## src/hdl/sm3_pkg.sv

```systemverilog
// ============================================================================
// SM3 package
// Shared types, constants and round functions for the SM3 hash engine.
// ============================================================================
`default_nettype none
package sm3_pkg;

    localparam logic [31:0] T_LOW  = 32'h79CC4519;
    localparam logic [31:0] T_HIGH = 32'h7A879D8A;
    localparam logic [7:0]  PAD_BYTE = 8'h80;

    typedef logic [31:0] word_t;

    localparam word_t IV [8] = '{
        32'h7380166F, 32'h4914B2B9, 32'h172442D7, 32'hDA8A0600,
        32'hA96F30BC, 32'h163138AA, 32'hE38DEE4D, 32'hB0FB0E4E};

    // One queued word from the front part to the back part.
    typedef struct packed {
        logic [31:0] data;
        logic [2:0]  nbytes;
        logic        last;
    } qitem_t;

    function automatic word_t rol(input word_t x, input logic [4:0] n);
        logic [63:0] d;
        begin
            d = {x, x} << n;
            return d[63:32];
        end
    endfunction

    function automatic word_t p0(input word_t x);
        return x ^ rol(x, 5'd9) ^ rol(x, 5'd17);
    endfunction

    function automatic word_t p1(input word_t x);
        return x ^ rol(x, 5'd15) ^ rol(x, 5'd23);
    endfunction

endpackage
`default_nettype wire

```

## src/hdl/sm3_front.sv

```systemverilog
// ============================================================================
// SM3 front part
// Accepts input words, clamps the byte count and queues them for the core.
// ============================================================================
`default_nettype none
module sm3_front (
    input  wire logic            clk,
    input  wire logic            rst_n,
    input  wire logic            in_valid,
    output logic                 in_ready,
    input  wire logic [31:0]     in_data,
    input  wire logic [2:0]      in_nbytes,
    input  wire logic            in_last,
    output logic                 q_valid,
    input  wire logic            q_ready,
    output sm3_pkg::qitem_t      q_item
);

    sm3_pkg::qitem_t buf_reg [2];
    logic            wr_ptr_reg, rd_ptr_reg;
    logic [1:0]      cnt_reg;
    logic            push, pop;
    sm3_pkg::qitem_t item;

    assign in_ready = (cnt_reg != 2'd2);
    assign q_valid  = (cnt_reg != 2'd0);
    assign q_item   = buf_reg[rd_ptr_reg];
    assign push     = in_valid && in_ready;
    assign pop      = q_valid && q_ready;

    always_comb
    begin
        item.data   = in_data;
        item.nbytes = (in_nbytes > 3'd4) ? 3'd4 : in_nbytes;
        item.last   = in_last;
    end

    always_ff @(posedge clk)
    begin
        if (push)
        begin
            buf_reg[wr_ptr_reg] <= item;
        end
    end

    always_ff @(posedge clk or negedge rst_n)
    begin
        if (!rst_n)
        begin
            wr_ptr_reg <= 1'b0;
            rd_ptr_reg <= 1'b0;
            cnt_reg    <= 2'd0;
        end
        else
        begin
            if (push) wr_ptr_reg <= ~wr_ptr_reg;
            if (pop)  rd_ptr_reg <= ~rd_ptr_reg;
            cnt_reg <= cnt_reg + {1'b0, push} - {1'b0, pop};
        end
    end

endmodule
`default_nettype wire

```

## src/hdl/sm3_core.sv

```systemverilog
// ============================================================================
// SM3 back part
// Fills blocks byte-wise, pads, compresses one round per cycle and emits the
// digest.
// ============================================================================
`default_nettype none
module sm3_core (
    input  wire logic            clk,
    input  wire logic            rst_n,
    input  wire logic            q_valid,
    output logic                 q_ready,
    input  wire sm3_pkg::qitem_t q_item,
    output logic                 out_valid,
    input  wire logic            out_ready,
    output logic [31:0]          out_digest,
    output logic [2:0]           out_index,
    output logic                 out_last
);

    typedef enum logic [6:0] {
        S_IDLE  = 7'b0000001,
        S_BYTE  = 7'b0000010,
        S_PAD   = 7'b0000100,
        S_LOAD  = 7'b0001000,
        S_ROUND = 7'b0010000,
        S_FOLD  = 7'b0100000,
        S_OUT   = 7'b1000000
    } state_t;

    state_t         state_reg;
    logic [31:0]    blk_reg [16];
    logic [31:0]    w_reg [16];
    logic [31:0]    r_reg [8];
    logic [31:0]    cv_reg [8];
    logic [5:0]     fill_reg;
    logic [60:0]    cnt_reg;
    logic [31:0]    data_reg;
    logic [2:0]     left_reg;
    logic           last_reg;
    logic           final_reg;
    logic           padded_reg;
    logic [5:0]     rnd_reg;
    logic [2:0]     oidx_reg;

    logic [31:0]    tj, a12, ss1, ss2, ff, gg, tt1, tt2, nw;
    logic [3:0]     bidx;
    logic [4:0]     bsh;
    logic [7:0]     byte_v;
    logic [31:0]    bmask;
    logic [60:0]    len;

    assign q_ready    = (state_reg == S_IDLE);
    assign out_valid  = (state_reg == S_OUT);
    assign out_digest = cv_reg[oidx_reg];
    assign out_index  = oidx_reg;
    assign out_last   = (oidx_reg == 3'd7);
    assign len        = cnt_reg;

    always_comb
    begin
        tj  = rnd_reg[5:4] == 2'd0 ? sm3_pkg::T_LOW : sm3_pkg::T_HIGH;
        a12 = sm3_pkg::rol(r_reg[0], 5'd12);
        ss1 = sm3_pkg::rol(a12 + r_reg[4] + sm3_pkg::rol(tj, rnd_reg[4:0]), 5'd7);
        ss2 = ss1 ^ a12;
        if (rnd_reg[5:4] == 2'd0)
        begin
            ff = r_reg[0] ^ r_reg[1] ^ r_reg[2];
            gg = r_reg[4] ^ r_reg[5] ^ r_reg[6];
        end
        else
        begin
            ff = (r_reg[0] & r_reg[1]) | (r_reg[0] & r_reg[2]) | (r_reg[1] & r_reg[2]);
            gg = (r_reg[4] & r_reg[5]) | (~r_reg[4] & r_reg[6]);
        end
        tt1 = ff + r_reg[3] + ss2 + (w_reg[0] ^ w_reg[4]);
        tt2 = gg + r_reg[7] + ss1 + w_reg[0];
        nw  = sm3_pkg::p1(w_reg[0] ^ w_reg[7] ^ sm3_pkg::rol(w_reg[13], 5'd15))
              ^ sm3_pkg::rol(w_reg[3], 5'd7) ^ w_reg[10];
        bidx = fill_reg[5:2];
        bsh  = 5'd24 - {fill_reg[1:0], 3'b000};
        bmask = ~(32'h000000FF << bsh);
        if (state_reg == S_BYTE)
            byte_v = data_reg[31:24];
        else if (!padded_reg)
            byte_v = sm3_pkg::PAD_BYTE;
        else
            byte_v = 8'h00;
    end

    always_ff @(posedge clk)
    begin
        if ((state_reg == S_BYTE && left_reg != 3'd0) || state_reg == S_PAD)
        begin
            if (state_reg == S_PAD && padded_reg && fill_reg >= 6'd56 && final_reg)
            begin
                blk_reg[14] <= {len[60:29]};
                blk_reg[15] <= {len[28:0], 3'b000};
            end
            else
                blk_reg[bidx] <= (blk_reg[bidx] & bmask) | ({24'h0, byte_v} << bsh);
        end
        if (state_reg == S_ROUND)
        begin
            for (int k = 0; k < 15; k++)
                w_reg[k] <= w_reg[k + 1];
            w_reg[15] <= nw;
            r_reg[3] <= r_reg[2];
            r_reg[2] <= sm3_pkg::rol(r_reg[1], 5'd9);
            r_reg[1] <= r_reg[0];
            r_reg[0] <= tt1;
            r_reg[7] <= r_reg[6];
            r_reg[6] <= sm3_pkg::rol(r_reg[5], 5'd19);
            r_reg[5] <= r_reg[4];
            r_reg[4] <= sm3_pkg::p0(tt2);
        end
        else
        begin
            for (int k = 0; k < 16; k++)
                w_reg[k] <= blk_reg[k];
            for (int k = 0; k < 8; k++)
                r_reg[k] <= cv_reg[k];
        end
        if (state_reg == S_IDLE && q_valid)
            data_reg <= q_item.data;
        else if (state_reg == S_BYTE && left_reg != 3'd0)
            data_reg <= {data_reg[23:0], 8'h00};
    end

    always_ff @(posedge clk or negedge rst_n)
    begin
        if (!rst_n)
        begin
            state_reg  <= S_IDLE;
            fill_reg   <= 6'd0;
            cnt_reg    <= 61'd0;
            left_reg   <= 3'd0;
            last_reg   <= 1'b0;
            final_reg  <= 1'b0;
            padded_reg <= 1'b0;
            rnd_reg    <= 6'd0;
            oidx_reg   <= 3'd0;
            for (int k = 0; k < 8; k++)
                cv_reg[k] <= sm3_pkg::IV[k];
        end
        else
        begin
            unique case (state_reg)
                S_IDLE:
                begin
                    if (q_valid)
                    begin
                        left_reg  <= q_item.nbytes;
                        last_reg  <= q_item.last;
                        cnt_reg   <= cnt_reg + {58'd0, q_item.nbytes};
                        state_reg <= S_BYTE;
                    end
                end
                S_BYTE:
                begin
                    if (left_reg != 3'd0)
                    begin
                        left_reg <= left_reg - 3'd1;
                        fill_reg <= fill_reg + 6'd1;
                        if (fill_reg == 6'd63)
                        begin
                            final_reg <= 1'b0;
                            rnd_reg   <= 6'd0;
                            state_reg <= S_LOAD;
                        end
                    end
                    else if (last_reg)
                    begin
                        padded_reg <= 1'b0;
                        state_reg  <= S_PAD;
                    end
                    else
                        state_reg <= S_IDLE;
                end
                S_PAD:
                begin
                    padded_reg <= 1'b1;
                    if (padded_reg && fill_reg >= 6'd56 && final_reg)
                    begin
                        rnd_reg   <= 6'd0;
                        state_reg <= S_LOAD;
                    end
                    else
                    begin
                        fill_reg <= fill_reg + 6'd1;
                        if (fill_reg == 6'd63)
                        begin
                            rnd_reg   <= 6'd0;
                            state_reg <= S_LOAD;
                        end
                        if (!padded_reg && fill_reg < 6'd56)
                            final_reg <= 1'b1;
                        else if (fill_reg == 6'd55 || (padded_reg && fill_reg == 6'd63))
                            final_reg <= 1'b1;
                    end
                end
                S_LOAD:
                begin
                    state_reg <= S_ROUND;
                end
                S_ROUND:
                begin
                    rnd_reg <= rnd_reg + 6'd1;
                    if (rnd_reg == 6'd63)
                        state_reg <= S_FOLD;
                end
                S_FOLD:
                begin
                    for (int k = 0; k < 8; k++)
                        cv_reg[k] <= cv_reg[k] ^ r_reg[k];
                    if (last_reg && padded_reg && final_reg && fill_reg >= 6'd56)
                    begin
                        oidx_reg  <= 3'd0;
                        state_reg <= S_OUT;
                    end
                    else if (last_reg && padded_reg)
                    begin
                        fill_reg  <= 6'd0;
                        state_reg <= S_PAD;
                    end
                    else
                        state_reg <= S_BYTE;
                end
                S_OUT:
                begin
                    if (out_ready)
                    begin
                        oidx_reg <= oidx_reg + 3'd1;
                        if (oidx_reg == 3'd7)
                        begin
                            for (int k = 0; k < 8; k++)
                                cv_reg[k] <= sm3_pkg::IV[k];
                            fill_reg   <= 6'd0;
                            cnt_reg    <= 61'd0;
                            last_reg   <= 1'b0;
                            final_reg  <= 1'b0;
                            padded_reg <= 1'b0;
                            state_reg  <= S_IDLE;
                        end
                    end
                end
                default: state_reg <= S_IDLE;
            endcase
        end
    end

endmodule
`default_nettype wire

```

## src/hdl/sm3_hash_engine_unit.sv

```systemverilog
// SM3 hash engine. Each message word leaves the input queue, its valid bytes
// are written one by one into the block filler and one more step closes the
// word; the core takes the next word from the two-entry queue only when it is
// back in idle. Each full 64-byte block then loads the schedule, runs 64
// rounds in the single round unit and folds into the chaining value. A final
// word adds padding, one or two compressions, and eight digest words that
// leave one per accepted cycle.
// ============================================================================
// SM3 hash engine top level
// Input queue in front of a one-round-per-cycle SM3 compression core.
// ============================================================================
`default_nettype none
module sm3_hash_engine_unit (
    input  wire logic        clk,
    input  wire logic        rst_n,
    input  wire logic        s_tvalid,
    output logic             s_tready,
    input  wire logic [39:0] s_tdata,   // data_word[31:0], valid_bytes[34:32], zero fill
    input  wire logic        s_tlast,
    output logic             m_tvalid,
    input  wire logic        m_tready,
    output logic [39:0]      m_tdata,   // digest_word[31:0], word_index[34:32], zero fill
    output logic             m_tlast
);

    logic            q_valid, q_ready;
    sm3_pkg::qitem_t q_item;
    logic [31:0]     dig;
    logic [2:0]      idx;

    sm3_front u_front (
        .clk(clk), .rst_n(rst_n),
        .in_valid(s_tvalid), .in_ready(s_tready),
        .in_data(s_tdata[31:0]), .in_nbytes(s_tdata[34:32]), .in_last(s_tlast),
        .q_valid(q_valid), .q_ready(q_ready), .q_item(q_item)
    );

    sm3_core u_core (
        .clk(clk), .rst_n(rst_n),
        .q_valid(q_valid), .q_ready(q_ready), .q_item(q_item),
        .out_valid(m_tvalid), .out_ready(m_tready),
        .out_digest(dig), .out_index(idx), .out_last(m_tlast)
    );

    assign m_tdata = {5'd0, idx, dig};

endmodule
`default_nettype wire

```

## config.mk

```make
export PLATFORM = sky130hd
export DESIGN_NAME = sm3_hash_engine_unit
export DESIGN_NICKNAME = d
export VERILOG_FILES = /design/src/hdl/sm3_pkg.sv /design/src/hdl/sm3_front.sv /design/src/hdl/sm3_core.sv /design/src/hdl/sm3_hash_engine_unit.sv
export SDC_FILE = /design/constraint.sdc
export NUM_CORES = 2
export LEC_CHECK = 0
export BUFFER_PORTS_ARGS = -buffer_cell sky130_fd_sc_hd__buf_4
export CORE_ASPECT_RATIO = 0.75
export CORE_MARGIN = 1
export CORE_UTILIZATION = 53
export CTS_CLUSTER_SIZE = 8
export DETAILED_ROUTE_END_ITERATION = 7
export PLACE_DENSITY = 0.69
export SLEW_MARGIN = 5
export SYNTH_ARGS = -nofsm -noshare
export SYNTH_HDL_FRONTEND = slang
export SYNTH_SLANG_ARGS = --single-unit
```

## constraint.sdc

```tcl
create_clock -name clk -period 10.2 [get_ports clk]
set_input_delay 0.51 -clock clk [delete_from_list [all_inputs] [get_ports clk]]
set_output_delay 0.51 -clock clk [all_outputs]
set_load 0.02 [all_outputs]
```

==> results.json <==
{
  "status": "finished clean",
  "combPwrFrac": 0.207,
  "syn_inst": 7857,
  "crit_path_end_kind": "flip-flop",
  "drv_slew": 0,
  "gp_congestion": 1.02,
  "io_pins": 88,
  "grt_usage": 0.339,
  "drive_gt1_frac": 0.114,
  "rsz0062_at_grt": "false",
  "finalHoldViolations": 0,
  "antenna_found_initial": 10,
  "worst_hold_slack_ns": 0.0512,
  "rows": 123,
  "cts_tree": "yes",
  "cts_buffer_depth": 3,
  "max_freq_mhz": 102,
  "maxCapViolations": 0,
  "clk_latency_ns": 0.88,
  "cp_data_required_time_ns": 10.90,
  "wl_per_cell_um": 25.8,
  "dr.first_iter.drc_count": 8437,
  "tightest_slew_ns": 1.29,
  "fillers": 12300,
  "p_leak_nw": 38.2,
  "dp_hpwl_um": 182000,
  "hold-path-cell-count": 2,
  "cp-start-kind": "flip-flop",
  "seq_area_um2": 42800,
  "fp.dieH_um": 341,
  "die_w_um": 453,
  "crit_type": "flip-flop to flip-flop",
  "initial_utilization": 0.537,
  "hp-class": "input port to flip-flop",
  "finalPower_mw": 20.3,
  "p_seq_frac": 0.428,
  "yosysWarnings": 0,
  "cts.sinks": 1733,
  "num_vias": 59800,
  "slew_headroom": 0.137,
  "crit_fanout": 8,
  "grt_pass1_vias": 56100,
  "dieArea_um2": 154000,
  "fin_crit_sh": 0.966,
  "avgViaCountPerCell": 5.88,
  "synth_seq_area_share": 0.528,
  "fin_nets": 8305,
  "core-area_um2": 151000,
  "final_area_um2": 91300,
  "ir_drop_mv": 0.222,
  "p_sw_mw": 6.17,
  "synthFlopType": "dfxtp_1",
  "utilization": 0.606,
  "overflow": 0,
  "syn2layout_area_growth_pct": 12.7,
  "critPathSlowestCell": "fa_1",
  "fin_tns_setup_ns": 0,
  "cts.clk_slew.worst_paths_ns": 0.05,
  "wl_um": 262000,
  "powerDensity_nw_per_um2": 222,
  "ys_ff_latch": 1733,
  "multi_input_area_um2": 35700,
  "cts_setup_buffers": 0,
  "clockPowerShare": 0.365,
  "min_period_ns": 9.85,
  "dr.pass1.iters": 6,
  "numCtsBuffers": 235,
  "sw_frac_of_total": 0.303,
  "fin_worst_skew_ns": 0.0664,
  "h-tree-depth": 4,
  "p_int_mw": 14.1,
  "worstPathArrival_ns": 10.55,
  "drc_errors": 0,
  "synth-async-reset-ratio": 0.201,
  "ant_nets": 0,
  "syn_area_um2": 81000,
  "cp_slowest_stage_delay_ns": 0.54,
  "r2r_cells": 39,
  "avgSynthCellArea_um2": 10.3,
  "grt_max_degree": 241,
  "portBuffers": 77,
  "synth_cell_type_count": 90,
  "cts_root_buf": "clkbuf_16",
  "post_dp_cell_area_um2": 84000,
  "grt_pass1_wl_um": 380000,
  "finalSetupViolations": 0,
  "synth_enable_flop_cells": 616
}
==> logic make-up after synthesis <==
logic type	after synthesis	synth area share
adders and majority gates	300	0.0638
xor gates and xnor gates	633	0.0690
muxes	379	0.0821
and+or+nand+nor	3091	0.153
buffers and inverters	734	0.0344
AOI/OAI and AO/OA	986	0.0695
other	1	0.0000463
DFF	1733	0.528
==> per-stage QoR <==
stage	cells	worst slack (ns)
2_1_floorplan	7861	0.940
3_3_place_gp	9686	0.702
3_5_place_dp	9686	0.670
4_1_cts	10200	0.558
5_1_grt	10200	0.0288
6_report	10200	0.350
==> power groups by stage <==
| stage | clock, mW | combinational [mW] | sequential (mW) |
|---|---|---|---|
| after floorplan | 0 | 2.80 | 8.51 |
| after global placement | 0 | 4.05 | 8.79 |
| after detailed placement | 0 | 4.11 | 8.81 |
| after CTS | 7.47 | 4.15 | 8.68 |
| after global routing | 7.78 | 4.50 | 8.73 |
| final | 7.41 | 4.22 | 8.69 |
==> final cells by class <==
| type | count | area share |
|---|---|---|
| clock inverters | 18 | 0.00436 |
| repair buffers | 254 | 0.0229 |
| inverters | 342 | 0.0141 |
| clock buffers | 423 | 0.0722 |
| multi-input cells | 5394 | 0.391 |
| diodes | 5 | 0.000137 |
| well taps | 2000 | 0.0274 |
| flip-flops and latches | 1733 | 0.468 |
==> layout by cell type, fill, tap and decap left out, types with 111 or more instances in the layout <==
master,count
nand2_1,2331
dfxtp_1,768
edfxtp_1,616
o21ai_0,416
nor2_1,407
xnor2_1,355
inv_1,336
a21oi_1,308
xor2_1,273
clkbuf_16,235
mux4_2,224
dfrtp_1,221
buf_4,209
fa_1,189
clkbuf_1,187
and3_1,148
dfstp_2,120
ha_1,111
==> Yosys cell counts, drive strengths merged (5+ instances only) <==
library cell  count  area, um^2
o22ai             5        43.8
o31ai             8        60.1
nor2            424        1600
clkinv            5        20.0
ha              111        1390
a211oi            8        60.1
xor2            274        2410
o21ai           432        2160
a31oi            32         200
o41ai             7        61.3
a31o             13         114
nor2b            14        87.6
mux2i           110        1100
and3            149         932
nand3            54         270
dfxtp           768       15400
a21oi           309        1550
a22oi            30         225
nand2          2332        8750
nor3             27         135
a211o             5        43.8
inv             337        1260
nand3b            6        48.8
or3              19         119
edfxtp          616       18500
nand4            14        87.6
a21o             50         375
fa              189        3780
or2               6        37.5
mux2             45         507
dfrtp           229        5730
buf              41         183
clkbuf          351        1320
o21bai           13        97.6
o21a             16         120
dfstp           120        3150
a221oi            5        50.0
mux4            224        5040
o211ai           13        97.6
nand2b           20         125
xnor2           357        3130
and2              8        50.1
==> worst max-delay path, delay by kind of cell, from the launching register on <==
family / cells / cell delay (ns)
adder cells (fa/ha/maj): 7 / 2.88
flip-flops: 1 / 0.40
AND/OR/NAND/NOR: 7 / 1.21
multiplexers: 1 / 0.33
AO/OA/AOI/OAI: 16 / 3.10
XOR/XNOR: 3 / 1.04
buffers and inverters: 5 / 0.71
==> timing repair <==
action                                  4_1_cts  5_1_grt
hold endpoints to repair                    164        0
hold buffers                                 37        0
endpoints found under the setup margin        0        2
gates resized for setup                       0        2
==> routing by layer <==
layer | up-vias | share of wire | track usage
met5 | - | 0.00017 | 0
met2 | 3152 | 0.39 | 0.437
li1 | 26500 | - | -
met4 | 6 | 0.027 | 0.0904
met3 | 368 | 0.15 | 0.132
met1 | 29800 | 0.44 | 0.520
==> worst paths after layout <==
| path | slack, ns | startpoint | endpoint |
|---|---|---|---|
| max | 0.35 | u_core.rnd_reg[5] | u_core.r_reg[0][143] |
| min | 0.05 | s_tdata[32] | u_front.buf_reg[0][1] |
| max reg2reg | 0.35 | u_core.rnd_reg[5] | u_core.r_reg[0][143] |
| min reg2reg | 0.38 | u_core.w_reg[3][86] | u_core.w_reg[3][54] |
| max in group asynchronous | 7.46 | rst_n | u_core.cv_reg[96] |
| min in group asynchronous | 0.28 | rst_n | u_core.cv_reg[211] |
Note: power is estimated with default switching activity, not from simulation.
